<file path="src/hdl/irub_pkg.sv">
package irub_pkg;

  // Configuration register indexes.
  typedef enum logic [2:0] {
    CFG_DEVICE_ID      = 3'd0,
    CFG_MAGAZINE_SIZE  = 3'd1,
    CFG_BURST_FRAMES   = 3'd2,
    CFG_TRIGGER_DIVIDE = 3'd3,
    CFG_GAP_TICKS      = 3'd4
  } cfg_reg_t;

  localparam int CFG_INDEX_W = 3;
  localparam int CFG_DATA_W  = 16;
  localparam int COUNT_W     = 16;
  localparam int LED_W       = 5;
  localparam int PHASE_W     = 5;

  // Frame phase codes; gap phases are PHASE_GAP plus ticks remaining.
  localparam logic [PHASE_W-1:0] PHASE_START     = 5'd0;
  localparam logic [PHASE_W-1:0] PHASE_DATA_LAST = 5'd8;
  localparam logic [PHASE_W-1:0] PHASE_PARITY    = 5'd9;
  localparam logic [PHASE_W-1:0] PHASE_STOP      = 5'd10;
  localparam logic [PHASE_W-1:0] PHASE_GAP       = 5'd16;
  localparam logic [PHASE_W-1:0] PHASE_GAP_LAST  = 5'd17;

  // Reset values.
  localparam logic [7:0]         RST_DEVICE_ID      = 8'd3;
  localparam logic [COUNT_W-1:0] RST_MAGAZINE_SIZE  = 16'd1000;
  localparam logic [7:0]         RST_BURST_FRAMES   = 8'd40;
  localparam logic [7:0]         RST_TRIGGER_DIVIDE = 8'd120;
  localparam logic [3:0]         RST_GAP_TICKS      = 4'd4;
  localparam logic [LED_W-1:0]   RST_LEDS           = 5'h1F;

endpackage

</file>
<file path="src/hdl/irub_led_bar.sv">
// Pick the LED pin to drop for a bullet count against fifths of the magazine.
module irub_led_bar
  import irub_pkg::*;
(
  input  logic [COUNT_W-1:0] count,
  input  logic [COUNT_W-1:0] magazine,
  output logic [LED_W-1:0]   clear_mask
);

  logic [COUNT_W+2:0] five_b;
  logic [COUNT_W+2:0] m1;
  logic [COUNT_W+2:0] m2;
  logic [COUNT_W+2:0] m3;
  logic [COUNT_W+2:0] m4;

  // Scale count by five and magazine by one to four with shifts and adds
  assign five_b = {1'b0, count, 2'b00} + {3'b000, count};
  assign m1     = {3'b000, magazine};
  assign m2     = {2'b00, magazine, 1'b0};
  assign m3     = m2 + m1;
  assign m4     = {1'b0, magazine, 2'b00};

  // Priority: empty first, then the lowest fifth reached
  always_comb begin
    clear_mask = '0;
    if (count == '0) begin
      clear_mask[4] = 1'b1;
    end else if (five_b < m1) begin
      clear_mask[3] = 1'b1;
    end else if (five_b < m2) begin
      clear_mask[2] = 1'b1;
    end else if (five_b < m3) begin
      clear_mask[1] = 1'b1;
    end else if (five_b < m4) begin
      clear_mask[0] = 1'b1;
    end
  end

endmodule

</file>
<file path="src/hdl/ir_uart_burst_transmitter_top.sv">
// Infrared burst transmitter with 8E1 framing. Each input transaction is one
// bit-time tick carrying the raw trigger level and yields exactly one result
// transaction holding the carrier enable, LED pins, bullet count and burst
// flag after that tick. One tick is taken per clock: the result appears in the
// cycle after acceptance in the state register bank, which doubles as the
// output register, and a new tick is accepted in the same cycle the previous
// result is taken. Only out_stall holding a pending result stalls the input.
// The user writes registers through the cfg port only while the block is idle;
// the block does not enforce this. No clearing pass is needed after reset.
module ir_uart_burst_transmitter_top
  import irub_pkg::*;
(
  input  logic                   clk,
  input  logic                   rst_n,
  input  logic                   in_valid,
  output logic                   in_stall,
  input  logic                   in_trigger_level,
  output logic                   out_valid,
  input  logic                   out_stall,
  output logic                   out_carrier_on,
  output logic [LED_W-1:0]       out_led_pins,
  output logic [COUNT_W-1:0]     out_bullets_left,
  output logic                   out_burst_active,
  input  logic                   cfg_we,
  input  logic [CFG_INDEX_W-1:0] cfg_index,
  input  logic [CFG_DATA_W-1:0]  cfg_data
);

  logic [7:0]         device_id_r;
  logic [COUNT_W-1:0] magazine_size_r;
  logic [7:0]         burst_frames_r;
  logic [7:0]         trigger_divide_r;
  logic [3:0]         gap_ticks_r;

  logic [7:0]         sample_count_r, sample_count_nxt;
  logic               prev_trigger_r, prev_trigger_nxt;
  logic               active_r, active_nxt;
  logic [PHASE_W-1:0] phase_r, phase_nxt;
  logic [7:0]         frames_left_r, frames_left_nxt;
  logic [COUNT_W-1:0] bullet_r, bullet_nxt;
  logic [LED_W-1:0]   led_r, led_nxt;
  logic               carrier_r, carrier_nxt;
  logic               out_valid_r;

  logic               accept;
  logic               sample_now;
  logic               active_start;
  logic [2:0]         data_bit;
  logic [7:0]         frames_dec;
  logic [LED_W-1:0]   clear_mask;

  // Hold the input only while a result is waiting and stalled
  assign in_stall = out_valid_r && out_stall;
  assign accept   = in_valid && !in_stall;

  // Configuration registers
  always_ff @(posedge clk) begin
    if (!rst_n) begin
      device_id_r      <= RST_DEVICE_ID;
      magazine_size_r  <= RST_MAGAZINE_SIZE;
      burst_frames_r   <= RST_BURST_FRAMES;
      trigger_divide_r <= RST_TRIGGER_DIVIDE;
      gap_ticks_r      <= RST_GAP_TICKS;
    end else if (cfg_we) begin
      case (cfg_reg_t'(cfg_index))
        CFG_DEVICE_ID:      device_id_r      <= cfg_data[7:0];
        CFG_MAGAZINE_SIZE:  magazine_size_r  <= cfg_data;
        CFG_BURST_FRAMES:   burst_frames_r   <= cfg_data[7:0];
        CFG_TRIGGER_DIVIDE: trigger_divide_r <= cfg_data[7:0];
        CFG_GAP_TICKS:      gap_ticks_r      <= cfg_data[3:0];
        default: ;
      endcase
    end
  end

  // Sample the trigger and detect a press edge
  assign sample_now   = (sample_count_r >= trigger_divide_r);
  assign active_start = sample_now && !in_trigger_level && prev_trigger_r &&
                        (bullet_r != '0);
  assign data_bit     = phase_r[2:0] - 3'd1;
  assign frames_dec   = (frames_left_r != '0) ? frames_left_r - 8'd1 : frames_left_r;

  irub_led_bar u_led_bar (
    .count      (bullet_nxt),
    .magazine   (magazine_size_r),
    .clear_mask (clear_mask)
  );

  // Next tick: sampling, frame sequencing, bullets and LEDs
  always_comb begin
    sample_count_nxt = (sample_now ? 8'd0 : sample_count_r) + 8'd1;
    prev_trigger_nxt = sample_now ? in_trigger_level : prev_trigger_r;
    active_nxt       = active_r || active_start;
    phase_nxt        = phase_r;
    frames_left_nxt  = frames_left_r;
    bullet_nxt       = bullet_r;
    carrier_nxt      = carrier_r;
    led_nxt          = led_r;
    if (active_r || active_start) begin
      if (phase_r >= 5'd1 && phase_r <= PHASE_DATA_LAST) begin
        carrier_nxt = !device_id_r[data_bit];
        phase_nxt   = phase_r + 5'd1;
      end else if (phase_r == PHASE_PARITY) begin
        carrier_nxt = !(^device_id_r);
        phase_nxt   = PHASE_STOP;
      end else if (phase_r == PHASE_STOP) begin
        carrier_nxt = 1'b0;
        phase_nxt   = (gap_ticks_r == '0) ? PHASE_START : {1'b1, gap_ticks_r};
        if (bullet_r != '0) begin
          bullet_nxt = bullet_r - 16'd1;
        end
        frames_left_nxt = frames_dec;
        if (frames_dec == '0) begin
          active_nxt      = 1'b0;
          frames_left_nxt = burst_frames_r;
        end
      end else if (phase_r > PHASE_GAP) begin
        phase_nxt = (phase_r == PHASE_GAP_LAST) ? PHASE_START : phase_r - 5'd1;
      end else begin
        // start bit, also for unused codes
        carrier_nxt = 1'b1;
        phase_nxt   = 5'd1;
      end
      led_nxt = led_r & ~clear_mask;
    end
  end

  // Advance state on each accepted transaction; state is the result register
  always_ff @(posedge clk) begin
    if (!rst_n) begin
      sample_count_r <= '0;
      prev_trigger_r <= 1'b0;
      active_r       <= 1'b0;
      phase_r        <= PHASE_START;
      frames_left_r  <= RST_BURST_FRAMES;
      bullet_r       <= RST_MAGAZINE_SIZE;
      led_r          <= RST_LEDS;
      carrier_r      <= 1'b0;
      out_valid_r    <= 1'b0;
    end else begin
      if (accept) begin
        sample_count_r <= sample_count_nxt;
        prev_trigger_r <= prev_trigger_nxt;
        active_r       <= active_nxt;
        phase_r        <= phase_nxt;
        frames_left_r  <= frames_left_nxt;
        bullet_r       <= bullet_nxt;
        led_r          <= led_nxt;
        carrier_r      <= carrier_nxt;
      end
      if (accept) begin
        out_valid_r <= 1'b1;
      end else if (!out_stall) begin
        out_valid_r <= 1'b0;
      end
    end
  end

  assign out_valid        = out_valid_r;
  assign out_carrier_on   = carrier_r;
  assign out_led_pins     = led_r;
  assign out_bullets_left = bullet_r;
  assign out_burst_active = active_r;

endmodule

</file>
<file path="config.mk">
export PLATFORM = sky130hd
export DESIGN_NAME = ir_uart_burst_transmitter_top
export DESIGN_NICKNAME = d
export VERILOG_FILES = /design/src/hdl/irub_pkg.sv /design/src/hdl/irub_led_bar.sv /design/src/hdl/ir_uart_burst_transmitter_top.sv
export SDC_FILE = /design/constraint.sdc
export NUM_CORES = 1
export LEC_CHECK = 0
export BUFFER_PORTS_ARGS = -buffer_cell sky130_fd_sc_hd__buf_2
export CORE_ASPECT_RATIO = 0.8
export CORE_MARGIN = 1.5
export CORE_UTILIZATION = 55
export DETAILED_ROUTE_END_ITERATION = 16
export GPL_ROUTABILITY_DRIVEN = 0
export MAX_ROUTING_LAYER = met4
export PLACE_DENSITY = 0.84
export SLEW_MARGIN = 20
export SYNTH_ARGS = -nofsm -noshare
export SYNTH_HDL_FRONTEND = slang
export SYNTH_HIERARCHICAL = 1
export SYNTH_SLANG_ARGS = --single-unit
</file>
<file path="constraint.sdc">
create_clock -name clk -period 8.5 [get_ports clk]
set_clock_uncertainty 0.05 [all_clocks]
set_input_delay 0.425 -clock clk [delete_from_list [all_inputs] [get_ports clk]]
set_output_delay 0.425 -clock clk [all_outputs]
set_load 0.03 [all_outputs]
</file>
==> reports/metrics.yaml <==
worst_setup_path:
  cp.required_ns: 8.64
  cp_num_buf_inv: 2
  cp.arrival_ns: 7.21
  worst_setup_path_start_kind: "flip-flop"
  crit_type: "reg -> reg"
  crit_slowest_cell: "o21ai_0"
  endpoint_kind: "flip-flop"
  cpLargestDelayFamily: "compound AO/OA/AOI/OAI gates"
  r2r_cells: 29
  cp_num_cells: 29
  critical_path_peak_fanout: 13
  max_stage_delay_ns: 0.82
timing:
  tightest_slew_ns: 1.07
  maxSlewHeadroom_pct: 28.4
  holdWs_ns: 0.246
  timing_hold_violations_final: 0
  min_period_ns: 7.06
  final.setup.tns_ns: 0
  setup_viol: 0
  slew_violations: 0
  period_share_pct: 83.1
  fmax_mhz: 142
  rsz0062_at_grt: "no"
cells_and_area:
  fin_cells: 1189
  nFillCells: 1211
  drive_gt1_share_pct: 9.51
  nNetsFinal: 1142
  syn2layout_area_growth_pct: 7.51
  finalCoreUtilization_pct: 61.1
  multi_input_area_mm2: 0.00559
  seq_area_mm2: 0.00180
  diodes: 0
  design_area_mm2: 0.00836
floorplan:
  start_util_pct: 56.8
  die_y_um: 109
  io_pins: 50
  dieArea_mm2: 0.0149
  die_w_um: 136
  core-area_mm2: 0.0137
  num_rows: 38
cts:
  clk_latency_ns: 0.35
  cts_sinks: 90
  cts_resized: 0
  cts-root-buf: "clkbuf_16"
  htree_levels: 3
  clk_pin_slew_ns: 0.07
  postCtsSetupRepairBufs: 0
  cts_buffers: 9
  cts_hold_buffers: 0
  clockBufferDepth: 2
  cts_tree: "done"
hold_path:
  worstHoldPathType: "in -> reg"
  hold_path_depth: 3
grt:
  antenna_found_initial: 0
  grt_pass1_wl_mm: 30.8
  overflow: 0
  grt_usage_pct: 26.3
  grt_max_degree: 46
  grtUsageMet3_pct: 5.21
  grt_util_met2_pct: 38.5
  grt.busiest_layer: "met2"
  grt_pass1_vias: 6403
  grt_use_met1_pct: 37.4
synth:
  synth_nets: 1115
  seq_area_frac_synth_pct: 23.2
  synth-edff-count: 0
  ys_ff_latch: 90
  ys_async_sr_fraction_pct: 0
  ys.flop_type: "dfxtp_1"
  synth_cells: 977
  netlist_area_mm2: 0.00778
  avgSynthCellArea_um2: 7.96
  synth.distinct_cells: 83
  ys_warn_count: 6
place:
  dpl.hpwl_mm: 14.3
  port_buffers: 49
  dp.cells: 1173
  place_area_mm2: 0.00809
detailed_routing:
  route.antenna.remaining_nets: 0
  num_vias: 7229
  avgViaCountPerCell: 6.08
  wire_per_inst_um: 15.9
  drt_pass1_iterations: 6
  drc: 0
  detail_route.iter0.violations: 666
  routed_wirelength_mm: 18.9
flow_run:
  cap_violations: 0
status:
  outcome: "finished, final reports clean"
power:
  power.leakage_nw: 3.61
  max-vdd-ir-drop_v: 0.0000987
  p_per_area_mw_per_mm2: 110
[power breakdown]
part           total, mW  internal (mW)  switching [mW]
combinational      0.108         0.0459          0.0622
sequential         0.434          0.428         0.00619
clock              0.377          0.207           0.170
[flip-flops by register name, summed over array words and instances, names as in the netlist, 4 cells and up]
signal / count
burst_frames_r: 8
device_id_r: 8
frames_left_r: 8
gap_ticks_r: 4
magazine_size_r: 16
out_bullets_left: 16
out_led_pins: 5
phase_r: 5
sample_count_r: 8
trigger_divide_r: 8
[final timing paths]
check,from,end,slack [ns]
worst max-delay path,sample_count_r[0],out_led_pins[0],1.44
worst min-delay path,cfg_data[8],magazine_size_r[8],0.25
worst max register to register,sample_count_r[0],out_led_pins[0],1.44
worst min register to register,burst_frames_r[7],burst_frames_r[7],0.40
[final cells by class]
class	count	area share, %
Timing Repair Buffer	52	3.20
Clock inverter	4	0.329
Inverter	55	2.47
Multi-Input combinational cell	796	66.8
Clock buffer	12	2.95
Tap cell	180	2.69
Sequential cell	90	21.5
[kinds of logic (layout without fill, tap and decap cells)]
family / after synthesis / in the layout / share of synthesized area [%]
AO/OA/AOI/OAI: 275 / 275 / 23.8
adder cells (fa/ha/maj): 113 / 113 / 18.4
multiplexers: 13 / 13 / 2.01
buffers and inverters: 91 / 123 / 5.00
AND/OR/NAND/NOR: 351 / 351 / 22.7
flip-flops: 90 / 90 / 23.2
XOR/XNOR: 44 / 44 / 4.95
[routing by layer]
metal | share of wire [%] | up-vias
met2 | 43 | 251
met3 | 6.8 | 14
met4 | 0.90 | 0
met1 | 50 | 3341
li1 | - | 3623
met5 | 0 | -
[synthesized netlist by cell type (4+ instances only)]
cell	count	share of area [%]
o21bai_1	7	0.68
or2_2	4	0.32
xnor2_1	29	3.3
dfxtp_1	90	23
nand2b_1	9	0.72
clkbuf_1	29	1.4
nor2b_1	10	0.80
nand2_1	136	6.6
o31ai_1	10	0.97
a31oi_1	11	0.88
a21oi_1	84	5.4
a21o_1	26	2.5
a211o_1	4	0.45
mux2i_1	10	1.3
a211oi_1	6	0.58
ha_1	111	18
o211ai_1	16	1.5
and3_1	15	1.2
nor2_1	51	2.5
or4_1	6	0.58
nand4_1	8	0.64
or3_1	18	1.4
xor2_1	15	1.7
nand3b_1	6	0.58
nor3_1	21	1.4
inv_1	54	2.6
nand3_1	35	2.3
o21ai_0	50	3.2
and2_1	5	0.40
o21ai_1	4	0.26
nor4_1	11	0.88
o21a_1	17	1.6
[through the flow]
stage / power (mW) / worst slack (ns)
3_5_place_dp: 0.550 / 1.49
2_1_floorplan: 0.521 / 2.48
6_report: 0.919 / 1.44
3_3_place_gp: 0.546 / 1.76
4_1_cts: 0.925 / 1.46
5_1_grt: 0.954 / 0.693
[tightest hold or removal path, stage by stage]
cell and delay, ns:
buf_2 0.07, nand2_1 0.04, nand3_1 0.06
[placed cells by master (no fill, tap or decap), drive strengths merged, types with 7 or more instances in the layout]
master and n:
a21o 26, nand4 8, xnor2 29, dfxtp 90, nand3b 7, mux2i 10
and3 15, buf 52, nand3 35, nor4 14, nor3 22, inv 54
a31oi 12, nand2b 9, nor2b 10, a211oi 8, o21bai 7, o21ai 55
clkbuf 12, nand2 136, a21oi 84, o211ai 16, o31ai 10, or4 8
or3 18, ha 111, nor2 52, o21a 18, xor2 15
No activity file was read; power rests on OpenSTA's default activity.
